**src/hdl/b64e_pkg.sv**
```systemverilog
`timescale 1ns / 1ps
// ----------------------------------------------------------------------------
// b64e_pkg: shared types and helpers for the base64 stream encoder
// Item structs, the group phase encoding and the sextet-to-ASCII lookup.
// ----------------------------------------------------------------------------
package b64e_pkg;

  localparam int GrpChars = 4;
  localparam logic [6:0] PAD_CHAR = 7'h3D;

  typedef struct packed {
    logic [7:0] data_byte;
    logic       final_byte;
  } in_item_t;

  typedef struct packed {
    logic [6:0] out_char;
    logic       last_char;
  } out_item_t;

  // One accepted byte, already turned into the characters it produces.
  typedef struct packed {
    logic [2:0]                   cnt;
    logic [GrpChars-1:0][6:0]     chars;
    logic                         last;
  } grp_t;

  typedef enum logic [1:0] {
    PH_START = 2'd0,
    PH_ONE   = 2'd1,
    PH_TWO   = 2'd2
  } phase_t;

  function automatic logic [6:0] sextet_char(input logic [5:0] v);
    logic [6:0] c;
    c = 7'h41;
    case (v) inside
      [6'd0:6'd25]:  c = 7'h41 + {1'b0, v};
      [6'd26:6'd51]: c = 7'h61 + {1'b0, v} - 7'd26;
      [6'd52:6'd61]: c = 7'h30 + {1'b0, v} - 7'd52;
      6'd62:         c = 7'h2B;
      default:       c = 7'h2F;
    endcase
    return c;
  endfunction

endpackage

```
**src/hdl/b64e_front.sv**
```systemverilog
`timescale 1ns / 1ps
// ----------------------------------------------------------------------------
// b64e_front: byte intake and group tracking
// Tracks the position in the three-byte group and the leftover bits, and
// turns each accepted byte into one queue entry of one to four characters.
// ----------------------------------------------------------------------------
module b64e_front (
  input  logic              clk,
  input  logic              rst_n,
  input  logic              in_valid,
  output logic              in_stall,
  input  b64e_pkg::in_item_t in_data,
  input  logic              q_full,
  output logic              push,
  output b64e_pkg::grp_t    push_grp
);

  b64e_pkg::phase_t phase_r, phase_nxt;
  logic [3:0]       carry_r, carry_nxt;

  logic [7:0] b;
  logic       fin;

  assign b        = in_data.data_byte;
  assign fin      = in_data.final_byte;
  assign in_stall = q_full;
  assign push     = in_valid && !q_full;

  always_ff @(posedge clk) begin
    if (!rst_n) begin
      phase_r <= b64e_pkg::PH_START;
      carry_r <= 4'd0;
    end else if (push) begin
      phase_r <= phase_nxt;
      carry_r <= carry_nxt;
    end
  end

  always_comb begin
    phase_nxt        = b64e_pkg::PH_START;
    carry_nxt        = 4'd0;
    push_grp.cnt     = 3'd1;
    push_grp.chars   = '0;
    push_grp.last    = fin;
    case (phase_r)
      b64e_pkg::PH_ONE: begin
        push_grp.chars[0] = b64e_pkg::sextet_char({carry_r[1:0], b[7:4]});
        carry_nxt         = b[3:0];
        phase_nxt         = b64e_pkg::PH_TWO;
        if (fin) begin
          push_grp.chars[1] = b64e_pkg::sextet_char({b[3:0], 2'b00});
          push_grp.chars[2] = b64e_pkg::PAD_CHAR;
          push_grp.cnt      = 3'd3;
        end
      end
      b64e_pkg::PH_TWO: begin
        push_grp.chars[0] = b64e_pkg::sextet_char({carry_r[3:0], b[7:6]});
        push_grp.chars[1] = b64e_pkg::sextet_char(b[5:0]);
        push_grp.cnt      = 3'd2;
      end
      default: begin
        push_grp.chars[0] = b64e_pkg::sextet_char(b[7:2]);
        carry_nxt         = {2'b00, b[1:0]};
        phase_nxt         = b64e_pkg::PH_ONE;
        if (fin) begin
          push_grp.chars[1] = b64e_pkg::sextet_char({b[1:0], 4'b0000});
          push_grp.chars[2] = b64e_pkg::PAD_CHAR;
          push_grp.chars[3] = b64e_pkg::PAD_CHAR;
          push_grp.cnt      = 3'd4;
        end
      end
    endcase
    // drop back to group start after the final byte
    if (fin) begin
      phase_nxt = b64e_pkg::PH_START;
      carry_nxt = 4'd0;
    end
  end

endmodule

```
**src/hdl/b64e_queue.sv**
```systemverilog
`timescale 1ns / 1ps
// ----------------------------------------------------------------------------
// b64e_queue: two-entry group queue
// Decouples byte intake from character output.
// ----------------------------------------------------------------------------
module b64e_queue (
  input  logic           clk,
  input  logic           rst_n,
  input  logic           push,
  input  b64e_pkg::grp_t push_grp,
  output logic           full,
  input  logic           pop,
  output logic           head_valid,
  output b64e_pkg::grp_t head_grp
);

  b64e_pkg::grp_t mem_r [2];
  logic           wr_ptr_r, rd_ptr_r;
  logic [1:0]     cnt_r;

  assign full       = (cnt_r == 2'd2);
  assign head_valid = (cnt_r != 2'd0);
  assign head_grp   = mem_r[rd_ptr_r];

  always_ff @(posedge clk) begin
    if (push) begin
      mem_r[wr_ptr_r] <= push_grp;
    end
  end

  always_ff @(posedge clk) begin
    if (!rst_n) begin
      wr_ptr_r <= 1'b0;
      rd_ptr_r <= 1'b0;
      cnt_r    <= 2'd0;
    end else begin
      if (push) wr_ptr_r <= ~wr_ptr_r;
      if (pop)  rd_ptr_r <= ~rd_ptr_r;
      case ({push, pop})
        2'b10:   cnt_r <= cnt_r + 2'd1;
        2'b01:   cnt_r <= cnt_r - 2'd1;
        default: cnt_r <= cnt_r;
      endcase
    end
  end

endmodule

```
**src/hdl/b64e_back.sv**
```systemverilog
`timescale 1ns / 1ps
// ----------------------------------------------------------------------------
// b64e_back: character serializer
// Walks queue entries into the output register one char per unstalled cycle.
// ----------------------------------------------------------------------------
module b64e_back (
  input  logic                clk,
  input  logic                rst_n,
  input  logic                head_valid,
  input  b64e_pkg::grp_t      head_grp,
  output logic                pop,
  output logic                out_valid,
  input  logic                out_stall,
  output b64e_pkg::out_item_t out_data
);

  logic [1:0]          idx_q_r;
  logic                out_valid_r;
  b64e_pkg::out_item_t out_data_r;
  logic                load;
  logic                at_end;

  assign out_valid = out_valid_r;
  assign out_data  = out_data_r;

  assign load   = head_valid && (!out_valid_r || !out_stall);
  assign at_end = ({1'b0, idx_q_r} == (head_grp.cnt - 3'd1));
  assign pop    = load && at_end;

  always_ff @(posedge clk) begin
    if (!rst_n) begin
      out_valid_r <= 1'b0;
      idx_q_r     <= 2'd0;
    end else begin
      if (load) begin
        out_valid_r <= 1'b1;
        idx_q_r     <= at_end ? 2'd0 : idx_q_r + 2'd1;
      end else if (!out_stall) begin
        out_valid_r <= 1'b0;
      end
    end
  end

  // payload: hold while stalled, advance on load
  always_ff @(posedge clk) begin
    if (load) begin
      out_data_r.out_char  <= head_grp.chars[idx_q_r];
      out_data_r.last_char <= head_grp.last && at_end;
    end
  end

endmodule

```
**src/hdl/base64_stream_encoder.sv**
```systemverilog
`timescale 1ns / 1ps
// ----------------------------------------------------------------------------
// base64_stream_encoder: streaming RFC 4648 base64 encoder
// Byte in, ASCII characters out, with flush and '=' padding on the last byte.
// ----------------------------------------------------------------------------
// Usage:
//   Input transactions carry one message byte and a final_byte flag; output
//   transactions carry one ASCII character, last_char set on the final
//   character of a message. Both channels complete on valid high, stall low.
//   Each byte yields one to four characters; the byte with final_byte set
//   flushes the partial group and appends the '=' pads.
//   An accepted byte is written into the queue entry and then loaded into
//   the output register. The output side moves one character per cycle
//   while out_stall is low; a byte yields 1.33 characters on average, up
//   to four at flush.
//   A two-entry queue between intake and output lets the input take one byte
//   per cycle until it fills; in_stall is high only while the queue is full.
//   Reset clears the group position, empties the queue and clears out_valid.
//   When the receiver stalls, the current character holds and the queue
//   fills, after which in_stall rises.
// ----------------------------------------------------------------------------
module base64_stream_encoder (
  input  logic                clk,
  input  logic                rst_n,
  input  logic                in_valid,
  output logic                in_stall,
  input  b64e_pkg::in_item_t  in_data,
  output logic                out_valid,
  input  logic                out_stall,
  output b64e_pkg::out_item_t out_data
);

  logic           q_full;
  logic           push;
  logic           pop;
  logic           head_valid;
  b64e_pkg::grp_t push_grp;
  b64e_pkg::grp_t head_grp;

  b64e_front u_front (
    .clk      (clk),
    .rst_n    (rst_n),
    .in_valid (in_valid),
    .in_stall (in_stall),
    .in_data  (in_data),
    .q_full   (q_full),
    .push     (push),
    .push_grp (push_grp)
  );

  b64e_queue u_queue (
    .clk        (clk),
    .rst_n      (rst_n),
    .push       (push),
    .push_grp   (push_grp),
    .full       (q_full),
    .pop        (pop),
    .head_valid (head_valid),
    .head_grp   (head_grp)
  );

  b64e_back u_back (
    .clk        (clk),
    .rst_n      (rst_n),
    .head_valid (head_valid),
    .head_grp   (head_grp),
    .pop        (pop),
    .out_valid  (out_valid),
    .out_stall  (out_stall),
    .out_data   (out_data)
  );

endmodule
```
**config.mk**
```make
export PLATFORM = sky130hd
export DESIGN_NAME = base64_stream_encoder
export DESIGN_NICKNAME = d
export VERILOG_FILES = /design/src/hdl/b64e_pkg.sv /design/src/hdl/b64e_front.sv /design/src/hdl/b64e_queue.sv /design/src/hdl/b64e_back.sv /design/src/hdl/base64_stream_encoder.sv
export SDC_FILE = /design/constraint.sdc
export NUM_CORES = 1
export LEC_CHECK = 0
export ABC_AREA = 0
export BUFFER_PORTS_ARGS = -buffer_cell sky130_fd_sc_hd__buf_2
export CORE_ASPECT_RATIO = 2
export CORE_MARGIN = 4
export CORE_UTILIZATION = 50
export DETAILED_ROUTE_END_ITERATION = 7
export GPL_TIMING_DRIVEN = 0
export HOLD_SLACK_MARGIN = 0.03
export MAX_ROUTING_LAYER = met4
export PLACE_DENSITY = 0.66
export SYNTH_ARGS = -nofsm -noshare
export SYNTH_HDL_FRONTEND = slang
export SYNTH_HIERARCHICAL = 1
export SYNTH_SLANG_ARGS = --single-unit
```
**constraint.sdc**
```tcl
create_clock -name clk -period 4 [get_ports clk]
set_clock_uncertainty 0.1 [all_clocks]
set_input_delay 0.2 -clock clk [delete_from_list [all_inputs] [get_ports clk]]
set_output_delay 0.2 -clock clk [all_outputs]
set_load 0.02 [all_outputs]
```
## Yosys cells after proc, flatten, opt, wreduce, memory -nomap -nowiden

Memories as Yosys holds them, arrays and structs flattened. A register that Yosys moved wholly into a read port is not among the register bits.
Cells that the tools add are included.

| storage, ports and cells | value |
|---|---|
| bits in registers | 21 |
| RAM bits | 64 |
| input port bits | 13 |
| output and inout bits | 10 |
| word-level logic and storage cells | 166 |
| memories kept | 1 |

| operators by class | value |
|---|---|
| add/sub/neg operators | 34 |
| order comparisons | 37 |
| equality and inequality tests | 11 |
| muxes and demuxes | 43 |
| bitwise gates (word level) | 2 |
| reductions and logical operators | 29 |

Memories:

| memory | words | bits a word | read ports | clocked after memory_dff | write ports | line | RTL |
|---|---|---|---|---|---|---|---|
| u_queue.mem_r | 2 | 32 | 1 | 1 | 1 | b64e_queue.sv:17 | `b64e_pkg::grp_t mem_r [2];` |

Operator list:

| kind | number |
|---|---|
| 7-bit 2-to-1 mux | 20 |
| 7-bit by 6-bit adder with 7-bit output (first input constant) | 12 |
| 6-bit <= comparator (second input constant) | 12 |
| 6-bit by 6-bit adder with 7-bit output (first input constant) | 6 |
| 7-bit by 5-bit subtractor with 7-bit output (second input constant) | 6 |
| 7-bit by 6-bit subtractor with 7-bit output (second input constant) | 6 |
| 6-bit by 1-bit >= comparator with 1-bit output (second input constant) | 6 |
| 6-bit by 5-bit >= comparator with 1-bit output (second input constant) | 6 |
| 6-bit >= comparator (second input constant) | 6 |
| 6-bit by 5-bit <= comparator with 1-bit output (second input constant) | 6 |
| 14-bit one-hot mux with 2 select lines | 1 |
| 6-bit == test (second input constant) | 4 |
| 24-bit 2-to-1 mux | 1 |
| 1-bit logical AND | 22 |
| 7-bit binary-select mux with 2-bit select | 1 |
| 7-bit one-hot mux with 2 select lines | 1 |
| 13-bit 2-to-1 mux | 1 |
| 3-bit 2-to-1 mux | 4 |
| 2-bit one-hot mux with 2 select lines | 2 |
| 4-bit one-hot mux with 2 select lines | 1 |
| 2-bit == test (second input constant) | 3 |
| 1-bit 2-to-1 mux | 6 |
| 2-bit 2-to-1 mux | 3 |
| 3-bit one-hot mux with 2 select lines | 1 |
| 13 further kinds | 19 |

## Longest topological paths before layout

Gate-level depths: netlist of run 1.

| logic depth | value |
|---|---|
| depth after elaboration | 7 |
| mapped depth | 12 |

## Cells and area by module

Netlist of run 1, hierarchy kept.

Modules (own cells, without submodules):

| module | times used | cells each | area an instance (um^2) | seq. area each (um^2) |
|---|---|---|---|---|
| b64e_front | 1 | 416 | 2839.0 | 120.1 |
| b64e_queue | 1 | 122 | 2527.4 | 2021.9 |
| b64e_back | 1 | 39 | 620.6 | 300.3 |

## Worst setup path after synthesis of run 1

OpenSTA, ideal clock, no wires.

| timing | value |
|---|---|
| kind | register -> register |
| start | register u_queue.cnt_r[0] |
| end | memory u_queue/mem_r[0][0] in the netlist's numbering, enable pin |
| setup time | 422 ps |
| arrival time | 2495 ps |
| setup slack | 983 ps |
| cell stages (with the launch flop) | 7 |
| buffers on the path | 1 |
| clock period less this slack | 3017 ps |
| path through | dfxtp_1 -> and2b_2 -> nand2b_1 -> clkbuf_1 -> inv_1 -> inv_1 -> nor2_1 |

| between the ends | value |
|---|---|
| cells in the longest elaborated chain, start to end | 5 |

Ends and longest elaborated chain:

| what | line | RTL |
|---|---|---|
| start, declared | b64e_queue.sv:19 | `logic [1:0] cnt_r;` |
| start signal, assigned | b64e_queue.sv:40 | `2'b10: cnt_r <= cnt_r + 2'd1;` |
| start signal, assigned | b64e_queue.sv:41 | `2'b01: cnt_r <= cnt_r - 2'd1;` |
| start signal, assigned | b64e_queue.sv:42 | `default: cnt_r <= cnt_r;` |
| 2-bit == test | b64e_queue.sv:21 | `assign full = (cnt_r == 2'd2);` |
| net q_full | base64_stream_encoder.sv:33 | `logic q_full;` |
| 1-bit zero test | b64e_front.sv:27 | `assign push = in_valid && !q_full;` |
| 1-bit logical AND | b64e_front.sv:27 |  |
| net push | base64_stream_encoder.sv:34 | `logic push;` |
| 1-bit 2-to-1 mux | b64e_queue.sv:26 | `if (push) begin` |
| 1-bit 2-to-1 mux (implied by the code) | b64e_queue.sv:27 | `mem_r[wr_ptr_r] <= push_grp;` |
| end, declared | b64e_queue.sv:17 |  |

The timed path passes the listed nets, and every way through them passes these cells.

==> results_dict.tcl, run 1 <==
set metrics [dict create \
    globalplace.congestion 1.00 \
    hold_depth 3 \
    fin_crit_sh_pct 80.5 \
    synth_seq_cells 86 \
    use_met3_pct 3.24 \
    switching_share_pct 29.7 \
    power.switching_uw 874 \
    synthFlopType "edfxtp_1" \
    drv_slew 0 \
    setup_tns_ns 0 \
    first_pass_iters 5 \
    min_from "out_stall" \
    area_growth_pct 10.6 \
    crit_family "buffers and inverters" \
    rrSetupSlack_ns 0.82 \
    crit_fanout 10 \
    clock_path_buffers 2 \
    layout_common_cells "edfxtp_1 (72), nand2_1 (46), buf_2 (35), a21oi_1 (35), ha_1 (35)" \
    final_net_count 661 \
    post-route-min-period_ns 3.22 \
    num_antenna_cells 0 \
    synth_cells 577 \
    vias_per_cell 6.24 \
    antenna_left 0 \
    nFillCells 1014 \
    async_flop_share_pct 0 \
    grt_usage_pct 24.2 \
    p_int_uw 2070 \
    cts.sinks 86 \
    wirelength_microns 15900 \
    report.final.setup_viol 0 \
    worstSetupEndpointType "register" \
    worstPathCellList "buf_2, clkbuf_1, inv_1, ha_1, nor2b_1, o221ai_2, buf_2, a31oi_1, o31ai_1, o21ai_0, o311ai_1" \
    cts_tree "done" \
    cts-root-buf "clkbuf_16" \
    clkPwrFrac_pct 28.5 \
    clk_latency_ns 0.33 \
    drt_iter0_markers 291 \
    status "completed" \
    drive_gt1_share_pct 22.2 \
    crit_arrival_ns 3.14 \
    yosysUniqueCellTypes 86 \
    leakage_uw 0.00242 \
    min_path_type "in2reg" \
    use_met2_pct 44.4 \
    synth_edf_count 72 \
    p_total_uw 2940 \
    grt_remaining_overflow 0 \
    top_usage_layer "met2" \
    ys_warn_count 6 \
    max_slew_margin_pct 35.2 \
    power.share.combinational_pct 30.1 \
    core_area_sq_mm 0.0117 \
    syn_avg_cell_area_sq_um 10.4 \
    power_density_mw_per_mm2 445 \
    cpPeakStageDelay_ns 0.46 \
    grt_max_degree 34 \
    cap_violations 0 \
    antenna_found_initial 0 \
    grt_pass1_wl_microns 25400 \
    cts_buffers 9 \
    io_pins 23 \
    vias 4762 \
    vdd_drop_max_mv 0.364 \
    hold_viol 0 \
    met1_usage_pct 23.8 \
    avgRoutedWirePerCell_microns 20.9 \
    multiInputGateArea_sq_mm 0.00319 \
    rr_worst_depth 9 \
    tightest_slew_ns 0.970 \
    io_buffers 21 \
    hold_buffers 1 \
    rows 56 \
    worst_ep_required_time_ns 3.92 \
    power_frac_seq_pct 41.4 \
    postCtsSetupBuffers 0 \
    r2r-start "u_front/carry_r[1]$_SDFFE_PN0P_" \
    final-seq-area_sq_mm 0.00244 \
    final_common_cell "edfxtp_1" \
    crit_type "in2reg" \
    crit_buf_inv 4 \
    fmax_ghz 0.311 \
    place_hpwl_microns 12200 \
    die_h_microns 163 \
    post_cts_resized 0 \
    hold_end "u_back/out_valid$_SDFFE_PN0P_" \
    die_w_microns 85.4 \
    cts_max_level 3 \
    synthesis.area_sq_mm 0.00599 \
    drc 0 \
    cpMostUsedCell "buf_2" \
    yosysSeqAreaShare_pct 40.8 \
    clk_pin_slew_ns 0.06 \
    slowest_stage "clkbuf_1" \
    start_util_pct 51.2 \
    rsz0062_at_grt "no" \
    reg2reg_to "u_queue/mem_r[1][4]$_DFFE_PP_" \
    first_global_vias 4835 \
    die_area_sq_mm 0.0139 \
    startpoint_type "input port" \
]
## synthesized netlist by cell type, types with 3 or more instances
library cell  number  share of area, %
a211oi_1           7              0.88
a21bo_2            3              0.50
a21boi_0           5              0.63
a21oi_1           35               2.9
a22oi_1            3              0.38
a31oi_1            9              0.94
a32oi_1            6              0.88
and2_1            12               1.3
and3_1             5              0.52
buf_2             14               1.2
buf_4             21               2.6
clkbuf_1           9              0.56
dfxtp_1           14               4.7
edfxtp_1          72                36
ha_1              35               7.3
inv_1             23               1.4
mux2_2            31               5.8
mux2i_1            3              0.50
mux4_2             6               2.3
nand2_1           46               2.9
nand2b_1           5              0.52
nand3_1           17               1.4
nand3b_1           3              0.38
nand4_1            5              0.52
nor2_1            24               1.5
nor2b_1            6              0.63
nor3_1            12               1.0
o211ai_1           9               1.1
o21ai_0           29               2.4
o221ai_1           3              0.44
o22ai_1            4              0.42
o31ai_1            5              0.63
or2_2              3              0.31
or3_1              5              0.52
xnor2_1           23               3.4
xor2_1             4              0.59
## worst min-delay path: cells and delay by family
kind	cells	cell delay [ns]
simple gates	1	0.09
buf+inv	1	0.11
compound gates	1	0.07
## sequential cells by signal, summed over array words and instances, names as in the netlist, named ones only
name	flops
u_queue/cnt_r	2
u_queue/mem_r	64
u_queue/rd_ptr_r	1
u_back/idx_q_r	2
u_front/phase_r	2
u_back/out_data	8
u_back/out_valid	1
u_queue/wr_ptr_r	1
u_front/carry_r	4
## kinds of logic (layout without fill, tap and decap cells)
family                     Yosys count  in the layout  share of synthesized area (%)
muxes                               44             44                           9.66
DFF                                 86             86                           40.8
other                                1              4                         0.0626
AOI/OAI and AO/OA                  160            160                           19.3
xor gates and xnor gates            27             27                           3.95
buffers and inverters               73            111                           6.33
and+or+nand+nor                    151            151                           12.6
adders and majority gates           35             35                           7.31
## cell type report
type	instances	share of cell area [%]
Buffer	47	4.25
Clock buffer	14	4.63
Timing Repair Buffer	22	1.74
Multi-Input combinational cell	421	48.1
Inverter	26	1.47
Sequential cell	86	36.9
Tap cell	145	2.74
Clock inverter	2	0.151
## worst max-delay path by stage
stage,startpoint,to,slack (ns),cells after the start
floorplan,u_queue/cnt_r[0]$_SDFFE_PN0P_,u_queue/mem_r[0][0]$_DFFE_PP_,0.98,6
global placement,u_queue/cnt_r[0]$_SDFFE_PN0P_,u_queue/mem_r[0][28]$_DFFE_PP_,0.10,6
detailed placement,in_data[3],u_queue/mem_r[1][3]$_DFFE_PP_,0.56,11
CTS,register,u_queue/cnt_r[1]$_SDFFE_PN0P_,0.90,11
global route,in_data[3],u_queue/mem_r[1][3]$_DFFE_PP_,0.61,11
finish,in_data[3],u_queue/mem_r[1][3]$_DFFE_PP_,0.78,11
## power groups by stage
stage,clock [uW],combinational [uW],sequential (uW)
detailed placement,0,887,1240
CTS,853,892,1220
finish,838,888,1220
floorplan,0,593,1280
global route,897,964,1230
global placement,0,862,1230
## routing by layer
metal  vias to the layer above  wire (microns)
met5                         -               0
met3                        58             661
met2                       202            8860
met4                         0             832
li1                       2212               -
met1                      2290            5550
## metrics by stage
step	utilization, %	area [sq um]	cells	hold WS, ns	setup WS [ns]
after floorplan	-	6000	580	0.218	0.983
after global placement	53.7	6280	746	0.287	0.104
after CTS	56.6	6620	763	0.0616	0.904
final	56.6	6620	763	0.0713	0.781
after detailed placement	53.8	6290	746	0.290	0.555
after global routing	56.6	6620	763	0.0824	0.611
Note: power is estimated with default switching activity, not from simulation.
==> run 2, diff against run 1 <==
--- a/config.mk
+++ b/config.mk
@@ -5,7 +5,7 @@
 export SDC_FILE = /design/constraint.sdc
 export NUM_CORES = 1
 export LEC_CHECK = 0
-export ABC_AREA = 0
+export ABC_AREA = 1
 export BUFFER_PORTS_ARGS = -buffer_cell sky130_fd_sc_hd__buf_2
 export CORE_ASPECT_RATIO = 2
 export CORE_MARGIN = 4
==> constraint.sdc (replaced) <==
create_clock -name clk -period 3.2 [get_ports clk]
set_clock_uncertainty 0.1 [all_clocks]
set_input_delay 0.16 -clock clk [delete_from_list [all_inputs] [get_ports clk]]
set_output_delay 0.16 -clock clk [all_outputs]
set_load 0.02 [all_outputs]
==> results_dict.tcl, run 2 <==
set metrics [dict create \
    startpoint_type "register" \
    synth_top_area_share_pct 33.9 \
    drive_gt1_share_pct 20.4 \
    yosysSeqAreaShare_pct 38.3 \
    cts_tree "done" \
    synthTopCellsByCount "nand2_1 (174), edfxtp_1 (72), nand3_1 (64), nor2_1 (62), inv_1 (59)" \
    final_common_cell "nand2_1" \
    largest_register "u_queue/mem_r" \
    use_met3_pct 2.15 \
    place_inst 924 \
    use_met2_pct 43.5 \
    clock_path_buffers 2 \
    fin_crit_sh_pct 79.2 \
    rows 58 \
    grt_max_degree 33 \
    area_growth_pct 9.86 \
    async_flop_share_pct 0 \
    p_total_uw 3540 \
    ys_warn_count 6 \
    final_core_util_pct 55.9 \
    cap_violations 0 \
    die_w_microns 87.9 \
    synth_area_leaders "edfxtp_1 (34%), nand2_1 (10%), mux2_4 (7.1%)" \
    final_cells 941 \
    cts_max_level 3 \
    status "completed" \
    syn_avg_cell_area_sq_um 8.53 \
    avgRoutedWirePerCell_microns 17.5 \
    yosysTopAreaCell "edfxtp_1" \
    synthesis.area_sq_mm 0.00638 \
    clk_latency_ns 0.33 \
    final_net_count 834 \
    yosys.cell_count.top_type "nand2_1" \
    wirelength_microns 16500 \
    antenna_found_initial 0 \
    postCtsSetupBuffers 0 \
    crit_arrival_ns 2.71 \
    worstPathCellList "buf_6, buf_12, mux2_4, inv_1, ha_1, inv_1, nand2_1, nand2_4, nand3_4, nor2_4, ha_1, inv_1, nand2_1, nor2_1, nor2_1, nor2_1" \
    first_pass_iters 5 \
    slowest_stage "dfxtp_1" \
    num_antenna_cells 0 \
    worstSetupEndpointType "register" \
    globalplace.congestion 0.952 \
    drt_iter0_markers 336 \
    vias 5223 \
    yosysUniqueCellTypes 45 \
    post-route-min-period_ns 2.53 \
    die_h_microns 168 \
    crit_family "simple AND/OR/NAND/NOR gates" \
    crit_fanout 10 \
    antenna_left 0 \
    post_dp_cell_area_sq_mm 0.00672 \
    power_density_mw_per_mm2 505 \
    cts_buffers 9 \
    hold_viol 0 \
    cpPeakStageDelay_ns 0.32 \
    cts.sinks 86 \
    synthFlopType "edfxtp_1" \
    grt_usage_pct 23.8 \
    io_buffers 22 \
    drc 0 \
    synth_cells 748 \
    report.final.setup_viol 0 \
    max_slew_margin_pct 14.2 \
    synth_seq_cells 86 \
    largest_reg_flops 64 \
    rsz0062_at_grt "no" \
    tightest_slew_ns 1.29 \
    first_global_vias 5282 \
    met1_usage_pct 22.5 \
    crit_buf_inv 5 \
    synth_edf_count 72 \
    die_area_sq_mm 0.0147 \
    place_hpwl_microns 12800 \
    vdd_drop_max_mv 0.397 \
    final_area_sq_mm 0.00701 \
    min_path_type "in2reg" \
    crit_type "reg2reg" \
    vias_per_cell 5.55 \
    leakage_uw 0.00308 \
    grt_pass1_wl_microns 26300 \
    fmax_ghz 0.395 \
    start_util_pct 50.8 \
    core_area_sq_mm 0.0126 \
    grt_remaining_overflow 0 \
    drv_slew 0 \
    io_pins 23 \
    worst_ep_required_time_ns 3.37 \
    layout_common_cells "nand2_1 (174), edfxtp_1 (72), nand3_1 (64), nor2_1 (61), inv_1 (59)" \
    cts-root-buf "clkbuf_16" \
    clk_pin_slew_ns 0.06 \
    top_usage_layer "met2" \
]
[run 2: cell types whose count changed after synthesis, moves of 16 or more]
cell     before  now
xor2_1        4   20
nand3_1      17   64
nand2_1      46  174
mux2_4        1   30
mux2_2       31    2
inv_1        23   59
nor2_1       24   62
xnor2_1      23    5
nand2_2       0   16
[run 2: worst min-delay path: stages]
cell     delay (ns)
buf_2          0.16
nand2_1        0.08
nor2_1         0.03
[run 2: timing repair]
action                                 in CTS  in global routing
hold buffers                                1                  0
endpoints found under the hold margin       1                  0
resized for setup                           0                  0
[run 2: through the flow]
step | setup TNS (ns) | setup WS (ns) | hold slack (ns)
finish | 0 | 0.665 | 0.0438
global route | 0 | 0.495 | 0.0491
CTS | 0 | 0.633 | 0.0403
detailed placement | 0 | 0.651 | 0.377
global placement | -14.32 | -0.451 | 0.365
floorplan | 0 | 0.499 | 0.181
[run 2: worst paths after layout]
kind	start	end	slack (ns)	cells after the start
setup / recovery	register	u_queue/cnt_r[1]$_SDFFE_PN0P_	0.67	16
hold / removal	rst_n	u_queue/wr_ptr_r$_SDFFE_PN0P_	0.04	3
setup reg to reg	register	u_queue/cnt_r[1]$_SDFFE_PN0P_	0.67	16
hold reg to reg	u_queue/rd_ptr_r$_SDFFE_PN0P_	register	0.40	2
[run 2: layout make-up]
type / count / area, sq um
Multi-Input combinational cell: 548 / 3280
Buffer: 40 / 373
Tap cell: 150 / 188
Clock buffer: 11 / 233
Fill cell: 1198 / 5540
Inverter: 77 / 309
Timing Repair Buffer: 24 / 140
Clock inverter: 5 / 50.0
Sequential cell: 86 / 2440
[run 2: logic make-up after synthesis]
group | share of synthesized area (%)
xor+xnor | 3.43
simple gates | 24.1
mux | 7.41
fa+ha+maj | 6.86
compound gates | 9.17
buf+inv | 10.7
other cells | 0.0588
flops | 38.3
[run 2: report_power, final]
group	total (uW)	switching (uW)	leakage, uW	internal (uW)
registers	1460	43.4	0.000797	1410
logic	1090	665	0.00215	430
clock network	989	391	0.000135	598
total	3540	1100	0.00308	2440
[run 2: routing by layer]
metal,up-vias,part of all wire (%)
li1,2551,-
met1,2457,35
met2,154,57
met3,61,2.6
met4,0,6.1
met5,-,0
==> run 3, diff against run 2 <==
==> constraint.sdc (replaced) <==
create_clock -name clk -period 2.6 [get_ports clk]
set_clock_uncertainty 0.1 [all_clocks]
set_input_delay 0.13 -clock clk [delete_from_list [all_inputs] [get_ports clk]]
set_output_delay 0.13 -clock clk [all_outputs]
set_load 0.02 [all_outputs]
==> results_dict.tcl, run 3 (same netlist as run 2, synthesis figures left out) <==
set metrics [dict create \
    vias 5084 \
    clk_pin_slew_ns 0.06 \
    final_common_cell "nand2_1" \
    crit_fanout 10 \
    setup_tns_ns 0 \
    tightest_slew_ns 0.689 \
    avgRoutedWirePerCell_microns 17.0 \
    io_pins 23 \
    drt_iter0_markers 305 \
    fin_crit_sh_pct 93.7 \
    largest_reg_flops 64 \
    vdd_drop_max_mv 0.651 \
    post-route-min-period_ns 2.44 \
    wirelength_microns 16100 \
    largest_register "u_queue/mem_r" \
    cts.sinks 86 \
    die_w_microns 87.9 \
    rrSetupSlack_ns 0.16 \
    cts_buffers 9 \
    grt_remaining_overflow 0 \
    fmax_ghz 0.411 \
    antenna_found_initial 0 \
    grt_pass1_wl_microns 25300 \
    place_hpwl_microns 12600 \
    cts-root-buf "clkbuf_16" \
    report.final.setup_viol 0 \
    clk_latency_ns 0.33 \
    final_cells 944 \
    num_antenna_cells 0 \
    cts_tree "done" \
    status "completed" \
    io_buffers 22 \
    grt_usage_pct 23.1 \
    leakage_uw 0.00308 \
    max_slew_margin_pct 54.0 \
    grt_max_degree 33 \
    first_global_vias 5155 \
    globalplace.congestion 0.959 \
    die_area_sq_mm 0.0147 \
    cts_max_level 3 \
    cap_violations 0 \
    layout_common_cells "nand2_1 (174), edfxtp_1 (72), nand3_1 (64), nor2_1 (61), inv_1 (58)" \
    drv_slew 0 \
    crit_type "reg2reg" \
    min_path_type "in2reg" \
    core_area_sq_mm 0.0126 \
    rsz0062_at_grt "no" \
    antenna_left 0 \
    final_net_count 837 \
    startpoint_type "register" \
    first_pass_iters 5 \
    worstSetupEndpointType "register" \
    nFillCells 1155 \
    worst_ep_required_time_ns 2.77 \
    clock_path_buffers 2 \
    hold_viol 0 \
    power_density_mw_per_mm2 607 \
    drc 0 \
    place_inst 924 \
    vias_per_cell 5.39 \
    die_h_microns 168 \
    area_growth_pct 10.4 \
    crit_arrival_ns 2.61 \
    rows 58 \
    drive_gt1_share_pct 21.0 \
    start_util_pct 50.8 \
]
==> run 3: routing by layer <==
metal / global-route usage, % / share of wire [%]
met5: - / 0
met4: 12.4 / 5.1
met3: 2.15 / 2.9
met2: 42.9 / 57
met1: 22.5 / 35
==> run 3: timing repair <==
item / 4_1_cts / 5_1_grt
gates resized for setup: 0 / 3
setup buffers: 0 / 2
endpoints found under the setup margin: 0 / 34
endpoints found under the hold margin: 4 / 0
hold buffers: 2 / 0
==> run 3: final cells by class <==
| class | instances | area [sq um] | area share [%] |
|---|---|---|---|
| multi-input combinational | 548 | 3300 | 46.9 |
| clock buffer | 11 | 233 | 3.30 |
| timing repair buffer | 27 | 165 | 2.34 |
| sequential | 86 | 2440 | 34.7 |
| inverter | 77 | 313 | 4.44 |
| tap | 150 | 188 | 2.66 |
| buffer | 40 | 373 | 5.29 |
| clock inverter | 5 | 27.5 | 0.391 |
==> run 3: stage by stage <==
| step | worst slack, ns | utilization [%] | total power, uW | hold slack (ns) | area, sq um |
|---|---|---|---|---|---|
| 2_1_floorplan | 0.262 | - | 2810 | 0.151 | 6400 |
| 3_3_place_gp | -0.209 | 53.3 | 3120 | 0.335 | 6690 |
| 3_5_place_dp | 0.0411 | 53.5 | 3160 | 0.359 | 6720 |
| 4_1_cts | 0.0229 | 55.8 | 4270 | 0.0685 | 7000 |
| 5_1_grt | 0.0134 | 56.1 | 4490 | 0.0873 | 7040 |
| 6_report | 0.164 | 56.1 | 4270 | 0.0856 | 7040 |
==> run 3: critical path, stage by stage (launching register included) <==
cell     delay (ns)
dfxtp_1        0.32
buf_6          0.11
buf_12         0.14
mux2_4         0.31
inv_1          0.12
ha_4           0.23
inv_1          0.05
nand2_1        0.07
nand2_4        0.07
nand3_4        0.09
nor2_4         0.19
ha_4           0.22
inv_1          0.06
nand2_1        0.06
nor2_1         0.10
nor2_1         0.05
nor2_1         0.09
==> run 3: worst paths after layout <==
check	startpoint	to	cells after the start
setup / recovery	register	u_queue/cnt_r[1]$_SDFFE_PN0P_	16
hold / removal	in_data[0]	u_queue/mem_r[1][0]$_DFFE_PP_	2
setup reg to reg	register	u_queue/cnt_r[1]$_SDFFE_PN0P_	16
hold reg to reg	u_queue/cnt_r[1]$_SDFFE_PN0P_	u_queue/cnt_r[1]$_SDFFE_PN0P_	2
==> run 3: power breakdown <==
part,leakage (uW),switching [uW],internal (uW)
Combinational,0.00215,819,546
Clock,0.000131,479,640
Sequential,0.000797,49.6,1740
Total,0.00308,1350,2920
